`src/hdl/cbpll_pkg.sv`:
```
`timescale 1ns / 1ps
`default_nettype none
package cbpll_pkg;

	localparam int CH_W       = 7;
	localparam int KHZ_W      = 16;
	localparam int HZ_W       = 26;
	localparam int WORD_W     = 32;
	localparam int CAL_W      = 7;
	localparam int PLAN_W     = 4;
	localparam int BAND_W     = 4;
	localparam int REF_W      = 20;
	localparam int CFG_IDX_W  = 3;
	localparam int CFG_DATA_W = 32;

	// serial divider: dividend is the carrier or carrier plus IF, divisor is twice the reference
	localparam int DIVD_W = HZ_W + 1;
	localparam int DIVS_W = REF_W + 1;
	localparam int DCNT_W = $clog2(DIVD_W);

	typedef logic [PLAN_W-1:0] plan_t;

	localparam plan_t PLAN_EU = 4'd0;
	localparam plan_t PLAN_CE = 4'd1;
	localparam plan_t PLAN_UK = 4'd2;
	localparam plan_t PLAN_PL = 4'd3;
	localparam plan_t PLAN_I0 = 4'd4;
	localparam plan_t PLAN_I2 = 4'd5;
	localparam plan_t PLAN_DE = 4'd6;
	localparam plan_t PLAN_IN = 4'd7;
	localparam plan_t PLAN_RU = 4'd8;
	localparam plan_t PLAN_PC = 4'd9;
	localparam plan_t PLAN_PX = 4'd10;
	localparam plan_t PLAN_AU = 4'd11;
	localparam plan_t PLAN_NL = 4'd12;
	localparam plan_t PLAN_AM = 4'd13;

	typedef logic [CFG_IDX_W-1:0] cfg_idx_t;

	localparam cfg_idx_t CFG_REGION_PLAN  = 3'd0;
	localparam cfg_idx_t CFG_BAND_INDEX   = 3'd1;
	localparam cfg_idx_t CFG_REFERENCE_HZ = 3'd2;
	localparam cfg_idx_t CFG_RX_OFFSET_HZ = 3'd3;
	localparam cfg_idx_t CFG_WORD_BASE    = 3'd4;

	localparam logic [REF_W-1:0] REF_HZ_RESET    = 20'd5000;
	localparam logic [HZ_W-1:0]  RX_OFFSET_RESET = 26'd10695000;
	localparam logic [CAL_W-1:0] CAL_UK          = 7'd120;
	localparam logic [9:0]       KHZ_TO_HZ       = 10'd1000;

	typedef struct packed {
		logic             hit;
		logic [KHZ_W-1:0] khz;
	} lookup_t;

	typedef struct packed {
		logic busy;
		logic done;
	} div_stat_t;

	localparam logic [KHZ_W-1:0] GROUP_STEP [4] = '{16'd0, 16'd10, 16'd20, 16'd40};

	localparam logic [KHZ_W-1:0] PC_TABLE [50] = '{
		16'd25645, 16'd25695, 16'd25745, 16'd25795, 16'd25845,
		16'd26095, 16'd26145, 16'd26195, 16'd26245, 16'd26295,
		16'd26545, 16'd26595, 16'd26645, 16'd26695, 16'd26745,
		16'd26995, 16'd27045, 16'd27095, 16'd27145, 16'd27195,
		16'd27445, 16'd27495, 16'd27545, 16'd27595, 16'd27645,
		16'd27895, 16'd27945, 16'd27995, 16'd28045, 16'd28095,
		16'd28345, 16'd28395, 16'd28445, 16'd28495, 16'd28545,
		16'd28795, 16'd28845, 16'd28895, 16'd28945, 16'd28995,
		16'd29245, 16'd29295, 16'd29345, 16'd29395, 16'd29445,
		16'd29695, 16'd29745, 16'd29795, 16'd29845, 16'd29895
	};

	localparam logic [KHZ_W-1:0] AM_TABLE [10] = '{
		16'd27680, 16'd27720, 16'd27820, 16'd27860, 16'd27880,
		16'd27900, 16'd27910, 16'd27940, 16'd27960, 16'd27980
	};

endpackage
`default_nettype wire

```
`src/hdl/cbpll_chan_if.sv`:
```
`timescale 1ns / 1ps
`default_nettype none
interface cbpll_chan_if;
	import cbpll_pkg::*;

	logic            valid;
	logic            ready;
	logic [CH_W-1:0] channel_number;

	modport source (output valid, output channel_number, input ready);
	modport sink (input valid, input channel_number, output ready);
endinterface
`default_nettype wire

```
`src/hdl/cbpll_result_if.sv`:
```
`timescale 1ns / 1ps
`default_nettype none
interface cbpll_result_if;
	import cbpll_pkg::*;

	logic              valid;
	logic              ready;
	logic [HZ_W-1:0]   carrier_hz;
	logic [WORD_W-1:0] transmit_word;
	logic [WORD_W-1:0] receive_word;
	logic [CAL_W-1:0]  calibration_value;
	logic              channel_not_in_plan;

	modport source (output valid, output carrier_hz, output transmit_word,
		output receive_word, output calibration_value, output channel_not_in_plan,
		input ready);
	modport sink (input valid, input carrier_hz, input transmit_word,
		input receive_word, input calibration_value, input channel_not_in_plan,
		output ready);
endinterface
`default_nettype wire

```
`src/hdl/cbpll_cfg_if.sv`:
```
`timescale 1ns / 1ps
`default_nettype none
interface cbpll_cfg_if;
	import cbpll_pkg::*;

	logic                  valid;
	logic                  ready;
	logic [CFG_IDX_W-1:0]  index;
	logic [CFG_DATA_W-1:0] data;

	modport source (output valid, output index, output data, input ready);
	modport sink (input valid, input index, input data, output ready);
endinterface
`default_nettype wire

```
`src/hdl/cb_channel_to_pll_divider.sv`:
```
// CB channel to synthesizer divider words.
// chan (valid/ready) carries a channel number. The block maps it through the
// configured channel plan to a carrier in kHz, scales it to Hz, and divides
// carrier and carrier plus IF by twice the reference to form the transmit and
// receive words (word_base added). result carries one item per request.
// cfg is a write port that is always ready: index 0 plan, 1 band, 2 reference
// in Hz, 3 IF offset in Hz, 4 word base; other indexes are ignored. Write it
// only while the block is idle.
// Timing: a request is taken only in the idle state. The result is loaded into
// the output register from the final state, and the next request can be taken
// once the block is back in idle, so items do not overlap. Both passes run
// through the shared 27-step restoring divider.
// An unlisted channel reuses the last carrier and flags channel_not_in_plan.
// Reset clears the configuration to its defaults and the last carrier to 0.
// A stalled result is held in the output register; a finished item waits in
// its last state until that register frees, while the block still takes the
// next request once it is back in idle.
`timescale 1ns / 1ps
`default_nettype none
module cb_channel_to_pll_divider (
	input  logic           clk,
	input  logic           arst_n,
	cbpll_chan_if.sink     chan,
	cbpll_result_if.source result,
	cbpll_cfg_if.sink      cfg
);
	import cbpll_pkg::*;

	typedef enum logic [7:0] {
		ST_IDLE = 8'b0000_0001,
		ST_LOOK = 8'b0000_0010,
		ST_MUL  = 8'b0000_0100,
		ST_TXGO = 8'b0000_1000,
		ST_TXW  = 8'b0001_0000,
		ST_RXGO = 8'b0010_0000,
		ST_RXW  = 8'b0100_0000,
		ST_DONE = 8'b1000_0000
	} state_t;

	state_t             state_q;
	plan_t              plan_q;
	logic [BAND_W-1:0]  band_q;
	logic [REF_W-1:0]   ref_q;
	logic [HZ_W-1:0]    offset_q;
	logic [WORD_W-1:0]  base_q;
	logic [KHZ_W-1:0]   khz_q;
	logic [CH_W-1:0]    ch_q;
	logic               miss_q;
	logic [HZ_W-1:0]    f_q;
	logic [DIVD_W-1:0]  txq_q;
	logic               out_valid_q;
	logic [HZ_W-1:0]    carrier_q;
	logic [WORD_W-1:0]  tx_word_q;
	logic [WORD_W-1:0]  rx_word_q;
	logic [CAL_W-1:0]   cal_q;
	logic               nip_q;

	lookup_t            lk;
	logic [REF_W-1:0]   ref_eff;
	logic [DIVS_W-1:0]  div_den;
	logic [DIVD_W-1:0]  div_num;
	logic [DIVD_W-1:0]  div_quot;
	logic               div_start;
	div_stat_t          div_stat;
	logic               load_out;

	cbpll_plan_lookup u_lookup (
		.region_plan    (plan_q),
		.band_index     (band_q),
		.channel_number (ch_q),
		.result         (lk)
	);

	// zero reference counts as one
	assign ref_eff   = (ref_q == '0) ? REF_W'(1) : ref_q;
	assign div_den   = {ref_eff, 1'b0};
	assign div_start = (state_q == ST_TXGO) || (state_q == ST_RXGO);
	assign div_num   = (state_q == ST_TXGO) ? {1'b0, f_q}
	                                        : DIVD_W'(f_q) + DIVD_W'(offset_q);

	cbpll_serial_div u_div (
		.clk      (clk),
		.arst_n   (arst_n),
		.start    (div_start),
		.dividend (div_num),
		.divisor  (div_den),
		.quotient (div_quot),
		.stat     (div_stat)
	);

	assign cfg.ready  = 1'b1;
	assign chan.ready = (state_q == ST_IDLE);
	assign load_out   = (state_q == ST_DONE) && (!out_valid_q || result.ready);

	always_ff @(posedge clk or negedge arst_n) begin
		if (!arst_n) begin
			plan_q   <= PLAN_EU;
			band_q   <= '0;
			ref_q    <= REF_HZ_RESET;
			offset_q <= RX_OFFSET_RESET;
			base_q   <= '0;
		end else if (cfg.valid) begin
			unique case (cfg.index)
				CFG_REGION_PLAN:  plan_q   <= cfg.data[PLAN_W-1:0];
				CFG_BAND_INDEX:   band_q   <= cfg.data[BAND_W-1:0];
				CFG_REFERENCE_HZ: ref_q    <= cfg.data[REF_W-1:0];
				CFG_RX_OFFSET_HZ: offset_q <= cfg.data[HZ_W-1:0];
				CFG_WORD_BASE:    base_q   <= cfg.data[WORD_W-1:0];
				default: begin
				end
			endcase
		end
	end

	always_ff @(posedge clk or negedge arst_n) begin
		if (!arst_n) begin
			state_q     <= ST_IDLE;
			khz_q       <= '0;
			out_valid_q <= 1'b0;
		end else begin
			if (load_out) begin
				out_valid_q <= 1'b1;
			end else if (result.ready) begin
				out_valid_q <= 1'b0;
			end
			unique case (state_q)
				ST_IDLE: begin
					if (chan.valid) begin
						state_q <= ST_LOOK;
					end
				end
				ST_LOOK: begin
					// unlisted channel: hold the last carrier
					if (lk.hit) begin
						khz_q <= lk.khz;
					end
					state_q <= ST_MUL;
				end
				ST_MUL:  state_q <= ST_TXGO;
				ST_TXGO: state_q <= ST_TXW;
				ST_TXW: begin
					if (div_stat.done) begin
						state_q <= ST_RXGO;
					end
				end
				ST_RXGO: state_q <= ST_RXW;
				ST_RXW: begin
					if (div_stat.done) begin
						state_q <= ST_DONE;
					end
				end
				ST_DONE: begin
					if (load_out) begin
						state_q <= ST_IDLE;
					end
				end
				default: state_q <= ST_IDLE;
			endcase
		end
	end

	always_ff @(posedge clk) begin
		if (chan.valid && chan.ready) begin
			ch_q <= chan.channel_number;
		end
		if (state_q == ST_LOOK) begin
			miss_q <= !lk.hit;
		end
		if (state_q == ST_MUL) begin
			f_q <= HZ_W'(khz_q) * HZ_W'(KHZ_TO_HZ);
		end
		if (state_q == ST_TXW && div_stat.done) begin
			txq_q <= div_quot;
		end
		if (load_out) begin
			carrier_q <= f_q;
			tx_word_q <= base_q + WORD_W'(txq_q);
			rx_word_q <= base_q + WORD_W'(div_quot);
			cal_q     <= (plan_q == PLAN_UK) ? CAL_UK : '0;
			nip_q     <= miss_q;
		end
	end

	assign result.valid               = out_valid_q;
	assign result.carrier_hz          = carrier_q;
	assign result.transmit_word       = tx_word_q;
	assign result.receive_word        = rx_word_q;
	assign result.calibration_value   = cal_q;
	assign result.channel_not_in_plan = nip_q;

`ifndef ASSERT_OFF
	a_div_start_idle: assert property (@(posedge clk) disable iff (!arst_n)
		div_start |-> !div_stat.busy)
		else $error("divider started while busy");

	a_result_from_done: assert property (@(posedge clk) disable iff (!arst_n)
		$rose(out_valid_q) |-> $past(state_q == ST_DONE))
		else $error("result raised outside the final state");

	a_carrier_loaded: assert property (@(posedge clk) disable iff (!arst_n)
		load_out |=> (result.carrier_hz == $past(f_q)))
		else $error("carrier does not match scaled kHz value");

	a_wait_needs_div: assert property (@(posedge clk) disable iff (!arst_n)
		((state_q == ST_TXW) || (state_q == ST_RXW)) |-> (div_stat.busy || div_stat.done))
		else $error("waiting on an idle divider");
`endif
endmodule
`default_nettype wire

```
`src/hdl/cbpll_plan_lookup.sv`:
```
`timescale 1ns / 1ps
`default_nettype none
module cbpll_plan_lookup (
	input  cbpll_pkg::plan_t                    region_plan,
	input  logic [cbpll_pkg::BAND_W-1:0]        band_index,
	input  logic [cbpll_pkg::CH_W-1:0]          channel_number,
	output cbpll_pkg::lookup_t                  result
);
	import cbpll_pkg::*;

	logic [KHZ_W-1:0] band_khz;
	logic [CH_W-1:0]  ch_m1;

	// EU-like shape: 4-step groups, specials 23..25, then 10 kHz steps up to top
	function automatic lookup_t std_plan(
		input logic [CH_W-1:0]  ch,
		input logic [KHZ_W-1:0] base,
		input logic [KHZ_W-1:0] s23,
		input logic [KHZ_W-1:0] s24,
		input logic [KHZ_W-1:0] s25,
		input logic [KHZ_W-1:0] lin,
		input logic [CH_W-1:0]  top
	);
		lookup_t         r;
		logic [CH_W-1:0] k;
		logic [CH_W-1:0] d;
		k = ch - 7'd1;
		d = ch - 7'd26;
		r.hit = 1'b1;
		r.khz = '0;
		priority if (ch == 7'd0) begin
			r.hit = 1'b0;
		end else if (ch <= 7'd22) begin
			r.khz = base + KHZ_W'(k[CH_W-1:2]) * 16'd50 + GROUP_STEP[k[1:0]];
		end else if (ch == 7'd23) begin
			r.khz = s23;
		end else if (ch == 7'd24) begin
			r.khz = s24;
		end else if (ch == 7'd25) begin
			r.khz = s25;
		end else if (ch <= top) begin
			r.khz = lin + KHZ_W'(d) * 16'd10;
		end else begin
			r.hit = 1'b0;
		end
		return r;
	endfunction

	assign band_khz = KHZ_W'(band_index) * 16'd450;
	assign ch_m1    = channel_number - 7'd1;

	always_comb begin
		result = '0;
		unique case (region_plan)
			PLAN_EU, PLAN_CE, PLAN_AU: begin
				result = std_plan(channel_number, 16'd26965, 16'd27255, 16'd27235,
					16'd27245, 16'd27265, 7'd127);
			end
			PLAN_UK: begin
				result.hit = 1'b1;
				result.khz = 16'd27591 + KHZ_W'(channel_number) * 16'd10;
			end
			PLAN_PL: begin
				result = std_plan(channel_number, 16'd26960, 16'd27250, 16'd27230,
					16'd27240, 16'd27260, 7'd127);
			end
			PLAN_I0: begin
				result = std_plan(channel_number, 16'd26965, 16'd27255, 16'd27235,
					16'd27245, 16'd27265, 7'd40);
			end
			PLAN_I2: begin
				// I2 changes its specials for 24 and 25 and adds a run below channel 1 from 26 to 36
				if (channel_number >= 7'd26 && channel_number <= 7'd34) begin
					result.hit = 1'b1;
					result.khz = 16'd26865 + KHZ_W'(channel_number - 7'd25) * 16'd10;
				end else if (channel_number == 7'd35) begin
					result.hit = 1'b1;
					result.khz = 16'd26855;
				end else if (channel_number == 7'd36) begin
					result.hit = 1'b1;
					result.khz = 16'd26865;
				end else begin
					result = std_plan(channel_number, 16'd26965, 16'd27255, 16'd27245,
						16'd27265, 16'd27265, 7'd25);
				end
			end
			PLAN_DE: begin
				if (channel_number >= 7'd41) begin
					result.hit = 1'b1;
					result.khz = 16'd26565 + KHZ_W'(channel_number - 7'd41) * 16'd10;
				end else begin
					result = std_plan(channel_number, 16'd26965, 16'd27255, 16'd27235,
						16'd27245, 16'd27265, 7'd40);
				end
			end
			PLAN_IN: begin
				result = std_plan(channel_number, 16'd26965, 16'd27255, 16'd27235,
					16'd27245, 16'd27265, 7'd27);
			end
			PLAN_RU: begin
				result = std_plan(channel_number, 16'd25615 + band_khz,
					16'd25905 + band_khz, 16'd25885 + band_khz,
					16'd25895 + band_khz, 16'd25915 + band_khz, 7'd127);
			end
			PLAN_PC: begin
				if (channel_number >= 7'd1 && channel_number <= 7'd50) begin
					result.hit = 1'b1;
					result.khz = PC_TABLE[ch_m1[5:0]];
				end
			end
			PLAN_PX: begin
				result = std_plan(channel_number, 16'd25610 + band_khz,
					16'd25900 + band_khz, 16'd25880 + band_khz,
					16'd25890 + band_khz, 16'd25910 + band_khz, 7'd127);
			end
			PLAN_NL: begin
				result = std_plan(channel_number, 16'd26330, 16'd26620, 16'd26600,
					16'd26610, 16'd26630, 7'd127);
			end
			PLAN_AM: begin
				if (channel_number >= 7'd1 && channel_number <= 7'd10) begin
					result.hit = 1'b1;
					result.khz = AM_TABLE[ch_m1[3:0]];
				end
			end
			default: begin
				result = '0;
			end
		endcase
	end
endmodule
`default_nettype wire

```
`src/hdl/cbpll_serial_div.sv`:
```
`timescale 1ns / 1ps
`default_nettype none
module cbpll_serial_div (
	input  logic                               clk,
	input  logic                               arst_n,
	input  logic                               start,
	input  logic [cbpll_pkg::DIVD_W-1:0]       dividend,
	input  logic [cbpll_pkg::DIVS_W-1:0]       divisor,
	output logic [cbpll_pkg::DIVD_W-1:0]       quotient,
	output cbpll_pkg::div_stat_t               stat
);
	import cbpll_pkg::*;

	logic              busy_q;
	logic              done_q;
	logic [DCNT_W-1:0] cnt_q;
	logic [DIVS_W-1:0] rem_q;
	logic [DIVD_W-1:0] num_q;
	logic [DIVS_W-1:0] den_q;
	logic [DIVS_W:0]   trial;
	logic [DIVS_W:0]   diff;
	logic              fits;

	// restoring step: one quotient bit per cycle while busy, shifted into the dividend register
	assign trial = {rem_q, num_q[DIVD_W-1]};
	assign diff  = trial - {1'b0, den_q};
	assign fits  = (trial >= {1'b0, den_q});

	always_ff @(posedge clk or negedge arst_n) begin
		if (!arst_n) begin
			busy_q <= 1'b0;
			done_q <= 1'b0;
			cnt_q  <= '0;
		end else if (start) begin
			busy_q <= 1'b1;
			done_q <= 1'b0;
			cnt_q  <= DCNT_W'(DIVD_W - 1);
		end else if (busy_q) begin
			if (cnt_q == '0) begin
				busy_q <= 1'b0;
				done_q <= 1'b1;
			end else begin
				cnt_q <= cnt_q - 1'b1;
			end
		end else begin
			done_q <= 1'b0;
		end
	end

	always_ff @(posedge clk) begin
		if (start) begin
			rem_q <= '0;
			num_q <= dividend;
			den_q <= divisor;
		end else if (busy_q) begin
			rem_q <= fits ? diff[DIVS_W-1:0] : trial[DIVS_W-1:0];
			num_q <= {num_q[DIVD_W-2:0], fits};
		end
	end

	assign quotient  = num_q;
	assign stat.busy = busy_q;
	assign stat.done = done_q;
endmodule
`default_nettype wire
```
`src/flat_wrapper.sv`:
```
// flat-port wrapper written by rule: the top's interface ports become plain ports
module cb_channel_to_pll_divider_flat import cbpll_pkg::*;
  (clk, arst_n, chan_valid, chan_channel_number, chan_ready, result_valid, result_carrier_hz, result_transmit_word, result_receive_word, result_calibration_value, result_channel_not_in_plan, result_ready, cfg_valid, cfg_index, cfg_data, cfg_ready);
  cbpll_chan_if chan_i ();
  cbpll_result_if result_i ();
  cbpll_cfg_if cfg_i ();
  input  logic clk;
  input  logic arst_n;
  input wire logic [$bits(chan_i.valid)-1:0] chan_valid;
  input wire logic [$bits(chan_i.channel_number)-1:0] chan_channel_number;
  output wire logic [$bits(chan_i.ready)-1:0] chan_ready;
  output wire logic [$bits(result_i.valid)-1:0] result_valid;
  output wire logic [$bits(result_i.carrier_hz)-1:0] result_carrier_hz;
  output wire logic [$bits(result_i.transmit_word)-1:0] result_transmit_word;
  output wire logic [$bits(result_i.receive_word)-1:0] result_receive_word;
  output wire logic [$bits(result_i.calibration_value)-1:0] result_calibration_value;
  output wire logic [$bits(result_i.channel_not_in_plan)-1:0] result_channel_not_in_plan;
  input wire logic [$bits(result_i.ready)-1:0] result_ready;
  input wire logic [$bits(cfg_i.valid)-1:0] cfg_valid;
  input wire logic [$bits(cfg_i.index)-1:0] cfg_index;
  input wire logic [$bits(cfg_i.data)-1:0] cfg_data;
  output wire logic [$bits(cfg_i.ready)-1:0] cfg_ready;
  assign chan_i.valid = chan_valid;
  assign chan_i.channel_number = chan_channel_number;
  assign chan_ready = chan_i.ready;
  assign result_valid = result_i.valid;
  assign result_carrier_hz = result_i.carrier_hz;
  assign result_transmit_word = result_i.transmit_word;
  assign result_receive_word = result_i.receive_word;
  assign result_calibration_value = result_i.calibration_value;
  assign result_channel_not_in_plan = result_i.channel_not_in_plan;
  assign result_i.ready = result_ready;
  assign cfg_i.valid = cfg_valid;
  assign cfg_i.index = cfg_index;
  assign cfg_i.data = cfg_data;
  assign cfg_ready = cfg_i.ready;
  cb_channel_to_pll_divider u_core (.clk(clk), .arst_n(arst_n), .chan(chan_i), .result(result_i), .cfg(cfg_i));
endmodule
```
`config.mk`:
```
export PLATFORM = sky130hd
export DESIGN_NAME = cb_channel_to_pll_divider_flat
export DESIGN_NICKNAME = d
export VERILOG_FILES = /design/src/hdl/cbpll_pkg.sv /design/src/hdl/cbpll_chan_if.sv /design/src/hdl/cbpll_result_if.sv /design/src/hdl/cbpll_cfg_if.sv /design/src/hdl/cb_channel_to_pll_divider.sv /design/src/hdl/cbpll_plan_lookup.sv /design/src/hdl/cbpll_serial_div.sv /design/src/flat_wrapper.sv
export SDC_FILE = /design/constraint.sdc
export NUM_CORES = 1
export LEC_CHECK = 0
export BUFFER_PORTS_ARGS = -buffer_cell sky130_fd_sc_hd__buf_2
export CELL_PAD_IN_SITES_DETAIL_PLACEMENT = 0
export CELL_PAD_IN_SITES_GLOBAL_PLACEMENT = 1
export CORE_MARGIN = 4
export CORE_UTILIZATION = 50
export CTS_CLUSTER_DIAMETER = 200
export DETAILED_ROUTE_END_ITERATION = 8
export GPL_ROUTABILITY_DRIVEN = 0
export PLACE_DENSITY_LB_ADDON = 0.2
export SLEW_MARGIN = 0
export SYNTH_ARGS = -nofsm -noshare
export SYNTH_HDL_FRONTEND = slang
export SYNTH_SLANG_ARGS = --single-unit
```
`constraint.sdc`:
```
create_clock -name clk -period 10 [get_ports clk]
set_input_delay 1 -clock clk [delete_from_list [all_inputs] [get_ports clk]]
set_output_delay 1 -clock clk [all_outputs]
set_load 0.02 [all_outputs]
```
# ---- Word-level counts from Yosys, hierarchy flattened
# Memory sizes are Yosys's and may differ from the RTL's.
# Cells that the tools add are included.
# W data, S select, Z words.
dict set report word_totals {
  reg_bits 339
  output_inout_bits 101
  rom_bits 1280
  elab_cells 256
  n_memories 2
}
# memory depth word_bits rd rd_clocked_by_memory_dff write_ports line
set memory_table {}
lappend memory_table {{(name not given)} 64 16 1 0 0 cbpll_plan_lookup.sv:108} ;# result.khz = PC_TABLE[ch_m1[5:0]];
lappend memory_table {{(name not given)} 16 16 1 0 0 cbpll_plan_lookup.sv:123} ;# result.khz = AM_TABLE[ch_m1[3:0]];
dict set report classes {
  n_eq_ne 36
  n_addsub 37
  mul 7
  n_reduce_logical 26
  order_cmp 15
  muxes 107
  n_bitwise 3
}
# op n
set op_table {}
lappend op_table {{$mux W16} 54}
lappend op_table {{$pmux W17 S12} 1}
lappend op_table {{$add A15 B13 Y16 const A} 10}
lappend op_table {{$add A15 B11 Y16 const A} 7}
lappend op_table {{$mux W17} 6}
lappend op_table {{$mux W27} 3}
lappend op_table {{$add A16 B16 Y16} 5}
lappend op_table {{$add A16 B11 Y16} 4}
lappend op_table {{$add A32 B27 Y32} 2}
lappend op_table {{$pmux W8 S8} 1}
lappend op_table {{$add A15 B16 Y16 const A} 2}
lappend op_table {{$bmux W16 S2} 1}
lappend op_table {{$mul A16 B3 Y15 const B} 2}
lappend op_table {{$mux W1} 32}
lappend op_table {{$mux W8} 4}
lappend op_table {{$add A26 B26 Y27} 1}
lappend op_table {{$eq A4 B4 Y1 const B} 6}
lappend op_table {{$mul A16 B7 Y23 const B} 1}
lappend op_table {{$ge A22 B21 Y1} 1}
lappend op_table {{$eq A7 B5 Y1 const B} 3}
lappend op_table {{$le A7 B5 Y1 const B} 3}
lappend op_table {{$le A7 B6 Y1 const B} 3}
lappend op_table {{$mux W21} 1}
lappend op_table {{$sub A21 B21 Y21} 1}
lappend op_table {{51 further kinds} 77}

# ---- Longest topological paths before layout
dict set report logic_depth {
  ltp_word 14
  depth_mapped 30
  mapped_depth_nobuf 25
}

# ---- Modules after synthesis
# From an unflattened synthesis, not the netlist that was laid out.
dict set report unflattened {
  hier_cells 3442
  area_unflattened_um2 31555.3
}
# module n_inst seq_area_each_um2 area_each_um2 cells_each
set modules_own_cells {}
lappend modules_own_cells {cb_channel_to_pll_divider 1 7211.9 15856.5 1391}
lappend modules_own_cells {cbpll_plan_lookup 1 0.0 11586.1 1681}
lappend modules_own_cells {cbpll_serial_div 1 2037.0 4112.7 370}

# ---- Least setup slack after synthesis
# No wires, ideal clock.
dict set report synth_timing {
  kind {register -> register}
  from {register u_core.ch_q[0]}
  to {register u_core.khz_q[11]}
  arrival_time_ns 6.948
  path_slack_ns 2.919
  n_path_buf 5
  path_stages_with_launch 31
  setup_ns 0.133
  path_cell_list {edfxtp_1 buf_2 buf_1 inv_1 ha_1 buf_2 nor3b_1 nand3_1 clkbuf_1 clkbuf_1 nand2_1 ha_1 ha_1 ha_1 ha_1 nand3_1 o21ai_0 xor2_1 inv_1 ha_1 inv_1 ha_1 ha_1 nand2_1 nor3_1 a21oi_1 a221oi_1 o22ai_1 and2_1 a2111oi_1 a21oi_1}
}
dict set report synth_between {
  elab_chain_len 13
}
# element line
set synth_lines {}
lappend synth_lines {{start, declared} cb_channel_to_pll_divider.sv:47} ;# logic [CH_W-1:0] ch_q;
lappend synth_lines {{start signal, assigned} cb_channel_to_pll_divider.sv:164} ;# ch_q <= chan.channel_number;
lappend synth_lines {{parallel branches: the longest is 12 deep, another holds $add A15 B11 Y16} --}
lappend synth_lines {{$pmux W17 S12 (*)} cbpll_plan_lookup.sv:54} ;# unique case (region_plan)
lappend synth_lines {{end signal, assigned} cb_channel_to_pll_divider.sv:135} ;# khz_q <= lk.khz;
lappend synth_lines {{end, declared} cb_channel_to_pll_divider.sv:46} ;# logic [KHZ_W-1:0] khz_q;
# Every way passes the cells marked *. The select of a mux whose other input is x is not followed.
# A chain may end at the register's enable or synchronous reset.

# ---- Final worst setup path
dict set report layout_timing {
  from {register u_core.ch_q[2]}
  to {register u_core.khz_q[11]}
}
# The elaborated chain is that of the path after synthesis.

==> results.py <==
metrics = {
    "run_status": {
        "run_status": "completed",
    },
    "clock_network": {
        "post_cts_resize_count": 0,
        "clk_root_buffer_cell": "sky130_fd_sc_hd__clkbuf_16",
        "cts_tree": "yes",
        "worst_skew_pair.late_latency_ns": 0.54,
        "max-clock-path-buffers": 3,
        "number_of_sinks_handled_by_clock_tree_synthesis": 333,
        "cts_made_buffers": 37,
        "htreeDepth": 2,
        "clk_pin_slew_worst_paths_ns": 0.07,
        "cts-hold-fix-buffers": 0,
        "cts_setup_buffers": 0,
    },
    "synth": {
        "synth_enable_flop_cells": 194,
        "avgSynthCellArea_um2": 9.243,
        "synth.yosys.seq_area_share_pct": 30.68,
        "postSynthCellCount": 3251,
        "netlist-cell-type-count": 107,
        "yosys_most_used_dff": "sky130_fd_sc_hd__edfxtp_1",
        "total_standard_cell_area_after_synthesis_um2": 30050,
        "postSynth.asyncResetShare_pct": 35.44,
        "synthesis.yosys.warnings": 0,
        "yosys_register_bits": 333,
    },
    "place": {
        "port_buffers": 140,
        "place_ws_ns": 2.309,
        "placed_cells_incl_taps": 4055,
        "dp_hpwl_um": 75770,
        "detailed_place.area_um2": 31440,
    },
    "route": {
        "length_of_the_first_detailed_routing_pass_in_iterations": 6,
        "wl_um": 97090,
        "drc": 0,
        "via_count": 26394,
        "vias_per_cell": 6.402,
        "remaining_antenna_violation_count": 0,
        "route.detailed.wl_per_inst_um": 23.55,
        "detailedRoute.firstIterationViolations": 2313,
    },
    "timing": {
        "timing.final.ws_setup_ns": 2.046,
        "final_hold_viol_count": 0,
        "min_period_ns": 7.954,
        "setup_repair_after_global_routing_missed_its_margin": "no",
        "max_slew_margin_pct": 12.62,
        "finClkSkew_ns": 0.01734,
        "worst_pin_slew_ns": 1.302,
        "final_min_period_over_clock_period_pct": 79.54,
        "final_max_slew_viol_count": 0,
        "fin_setup_tns_ns": 0,
        "fmax_mhz": 125.7,
        "setup_viol_count_final": 0,
    },
    "global_routing": {
        "grt_pass1_vias": 25777,
        "antenna_found_initial": 0,
        "grt_pass1_wl_um": 148400,
        "largest_net_degree_at_the_start_of_global_routing": 71,
        "overall_overflow_remaining_after_global_route": 0,
        "globalRouteTotalUtil_pct": 29.37,
    },
    "final_layout": {
        "nNetsFinal": 3778,
        "drive_gt1_share_pct": 11.70,
        "fin_area_um2": 32640,
        "antennaDiodeCount": 0,
        "final_cells": 4123,
        "area_growth_syn_to_layout_pct": 8.640,
    },
    "job": {
        "drv.max_cap_violation_count": 0,
    },
    "floorplanning": {
        "io-pin-count": 148,
        "floorplan.initialDensity_pct": 50.72,
        "dieArea_um2": 64080,
        "placement_rows": 89,
        "die_outline_height_um": 253.1,
        "area_of_the_core_um2": 59240,
        "die_width_um": 253.1,
    },
    "worst_setup_path": {
        "setup.worst_path.start_class": "flop",
        "worstPathMaxFanout": 23,
        "required_worst_endpoint_ns": 10.41,
        "timing.critical_path.to_type": "flop",
        "cp_data_arrival_time_ns": 8.37,
        "path_class": "reg -> reg",
    },
    "worst_hold_path": {
        "min_path_type": "in -> async",
    },
}
[sequential cells by signal, indices dropped and copies added (netlist names), 4 cells and up]
name                         count
u_core.band_q                    4
u_core.u_div.cnt_q               5
u_core.result.transmit_word     32
u_core.plan_q                    4
u_core.u_div.rem_q              21
u_core.u_div.quotient           27
u_core.state_q                   8
u_core.base_q                   32
u_core.khz_q                    16
u_core.offset_q                 26
u_core.u_div.den_q              20
u_core.ch_q                      7
u_core.result.carrier_hz        23
u_core.txq_q                    27
u_core.ref_q                    20
u_core.f_q                      23
u_core.result.receive_word      32
[stage by stage]
stage | hold WS (ns) | util (%)
2_1_floorplan | 0.4003 | -
3_3_place_gp | 0.4050 | 53.07
3_5_place_dp | 0.4061 | 53.07
4_1_cts | 0.4199 | 55.10
5_1_grt | 0.4302 | 55.10
6_report | 0.4208 | 55.10
[placed cells by master, fill, tap and decap left out, types with 18 or more instances in the layout]
cell and instances:
sky130_fd_sc_hd__a211oi_1 48, sky130_fd_sc_hd__a21o_1 58, sky130_fd_sc_hd__a21oi_1 266, sky130_fd_sc_hd__a221oi_1 19
sky130_fd_sc_hd__a22oi_1 25, sky130_fd_sc_hd__a31oi_1 38, sky130_fd_sc_hd__and2_1 19, sky130_fd_sc_hd__and3_1 30
sky130_fd_sc_hd__buf_2 139, sky130_fd_sc_hd__buf_4 41, sky130_fd_sc_hd__clkbuf_16 38, sky130_fd_sc_hd__dfrtp_1 102
sky130_fd_sc_hd__dfxtp_1 21, sky130_fd_sc_hd__edfxtp_1 194, sky130_fd_sc_hd__fa_1 78, sky130_fd_sc_hd__ha_1 332
sky130_fd_sc_hd__inv_1 203, sky130_fd_sc_hd__mux2_2 81, sky130_fd_sc_hd__nand2_1 191, sky130_fd_sc_hd__nand2b_1 32
sky130_fd_sc_hd__nand3_1 79, sky130_fd_sc_hd__nor2_1 236, sky130_fd_sc_hd__nor2b_1 33, sky130_fd_sc_hd__nor3_1 79
sky130_fd_sc_hd__nor4_1 21, sky130_fd_sc_hd__o211ai_1 42, sky130_fd_sc_hd__o21a_1 43, sky130_fd_sc_hd__o21ai_0 207
sky130_fd_sc_hd__o21bai_1 25, sky130_fd_sc_hd__o221ai_1 19, sky130_fd_sc_hd__o22ai_1 18, sky130_fd_sc_hd__o31ai_1 18
sky130_fd_sc_hd__or3_1 24, sky130_fd_sc_hd__xnor2_1 149, sky130_fd_sc_hd__xor2_1 59
[synthesized netlist by cell type, types with 30 or more instances]
cell type,n,area (um2)
sky130_fd_sc_hd__a211oi_1,48,360.4
sky130_fd_sc_hd__a21o_1,58,435.4
sky130_fd_sc_hd__a21oi_1,266,1331
sky130_fd_sc_hd__a31oi_1,38,237.7
sky130_fd_sc_hd__and3_1,30,187.7
sky130_fd_sc_hd__clkbuf_1,116,435.4
sky130_fd_sc_hd__dfrtp_1,102,2552
sky130_fd_sc_hd__edfxtp_1,194,5826
sky130_fd_sc_hd__fa_1,78,1562
sky130_fd_sc_hd__ha_1,332,4154
sky130_fd_sc_hd__inv_1,203,762.0
sky130_fd_sc_hd__mux2_2,81,912.1
sky130_fd_sc_hd__nand2_1,191,716.9
sky130_fd_sc_hd__nand2b_1,32,200.2
sky130_fd_sc_hd__nand3_1,79,395.4
sky130_fd_sc_hd__nor2_1,238,893.4
sky130_fd_sc_hd__nor2b_1,34,212.7
sky130_fd_sc_hd__nor3_1,80,400.4
sky130_fd_sc_hd__o211ai_1,42,315.3
sky130_fd_sc_hd__o21a_1,43,322.8
sky130_fd_sc_hd__o21ai_0,207,1036
sky130_fd_sc_hd__xnor2_1,150,1314
sky130_fd_sc_hd__xor2_1,59,516.8
[final cells by class]
class	count	area [um2]
Timing Repair Buffer	181	1015
Tap cell	773	967.2
Clock buffer	52	1023
Fill cell	5318	26600
Inverter	211	792.0
Clock inverter	16	180.2
Sequential cell	333	9219
Multi-Input combinational cell	2557	19450
[path summary, 6_finish.rpt]
kind | from | to | slack (ns) | depth (start not counted)
worst max-delay path | u_core.ch_q[2] | u_core.khz_q[11] | 2.05 | 25
worst min-delay path | arst_n | u_core.base_q[1] | 0.42 | 1
worst max register to register | u_core.ch_q[2] | u_core.khz_q[11] | 2.05 | 25
worst min register to register | u_core.miss_q | u_core.result.channel_not_in_plan | 0.42 | 0
max in group asynchronous | arst_n | u_core.base_q[28] | 8.17 | 2
min in group clk | u_core.miss_q | u_core.result.channel_not_in_plan | 0.42 | 0
[metal layers]
layer	wire length (um)	vias to the layer above	GRT usage, %
li1	-	12141	-
met1	39190	12779	37.46
met2	44920	1146	48.85
met3	7090	328	4.273
met4	5883	0	14.99
met5	0	-	0
[cell families (layout without fill, tap and decap cells)]
| family | after synthesis | after routing | share of synthesized area (%) |
|---|---|---|---|
| and+or+nand+nor | 851 | 851 | 14.10 |
| buffers and inverters | 366 | 460 | 4.893 |
| other | 2 | 7 | 0.02499 |
| muxes | 92 | 92 | 3.410 |
| AOI/OAI and AO/OA | 987 | 987 | 21.70 |
| adders and majority gates | 410 | 410 | 19.02 |
| DFF | 333 | 333 | 30.68 |
| xor gates and xnor gates | 210 | 210 | 6.167 |
[worst max-delay path: stages (launching register included)]
cell and delay [ns]:
sky130_fd_sc_hd__edfxtp_1 0.86, sky130_fd_sc_hd__inv_1 0.33, sky130_fd_sc_hd__ha_1 0.33, sky130_fd_sc_hd__a21boi_2 0.25, sky130_fd_sc_hd__nand3_1 0.14, sky130_fd_sc_hd__xnor2_1 0.71
sky130_fd_sc_hd__ha_1 0.38, sky130_fd_sc_hd__ha_1 0.30, sky130_fd_sc_hd__ha_1 0.30, sky130_fd_sc_hd__ha_1 0.33, sky130_fd_sc_hd__nand3_1 0.08, sky130_fd_sc_hd__o21ai_0 0.21
sky130_fd_sc_hd__xor2_1 0.55, sky130_fd_sc_hd__inv_1 0.31, sky130_fd_sc_hd__ha_1 0.36, sky130_fd_sc_hd__inv_1 0.04, sky130_fd_sc_hd__ha_1 0.28, sky130_fd_sc_hd__ha_1 0.40
sky130_fd_sc_hd__nand2_1 0.08, sky130_fd_sc_hd__nor3_1 0.23, sky130_fd_sc_hd__a21oi_1 0.17, sky130_fd_sc_hd__a221oi_1 0.33, sky130_fd_sc_hd__o22ai_1 0.11, sky130_fd_sc_hd__and2_1 0.18
sky130_fd_sc_hd__a2111oi_1 0.43, sky130_fd_sc_hd__a21oi_1 0.12
Power is not shown: default switching activity piles up to over one toggle a cycle in this logic, so the estimate is an artifact.
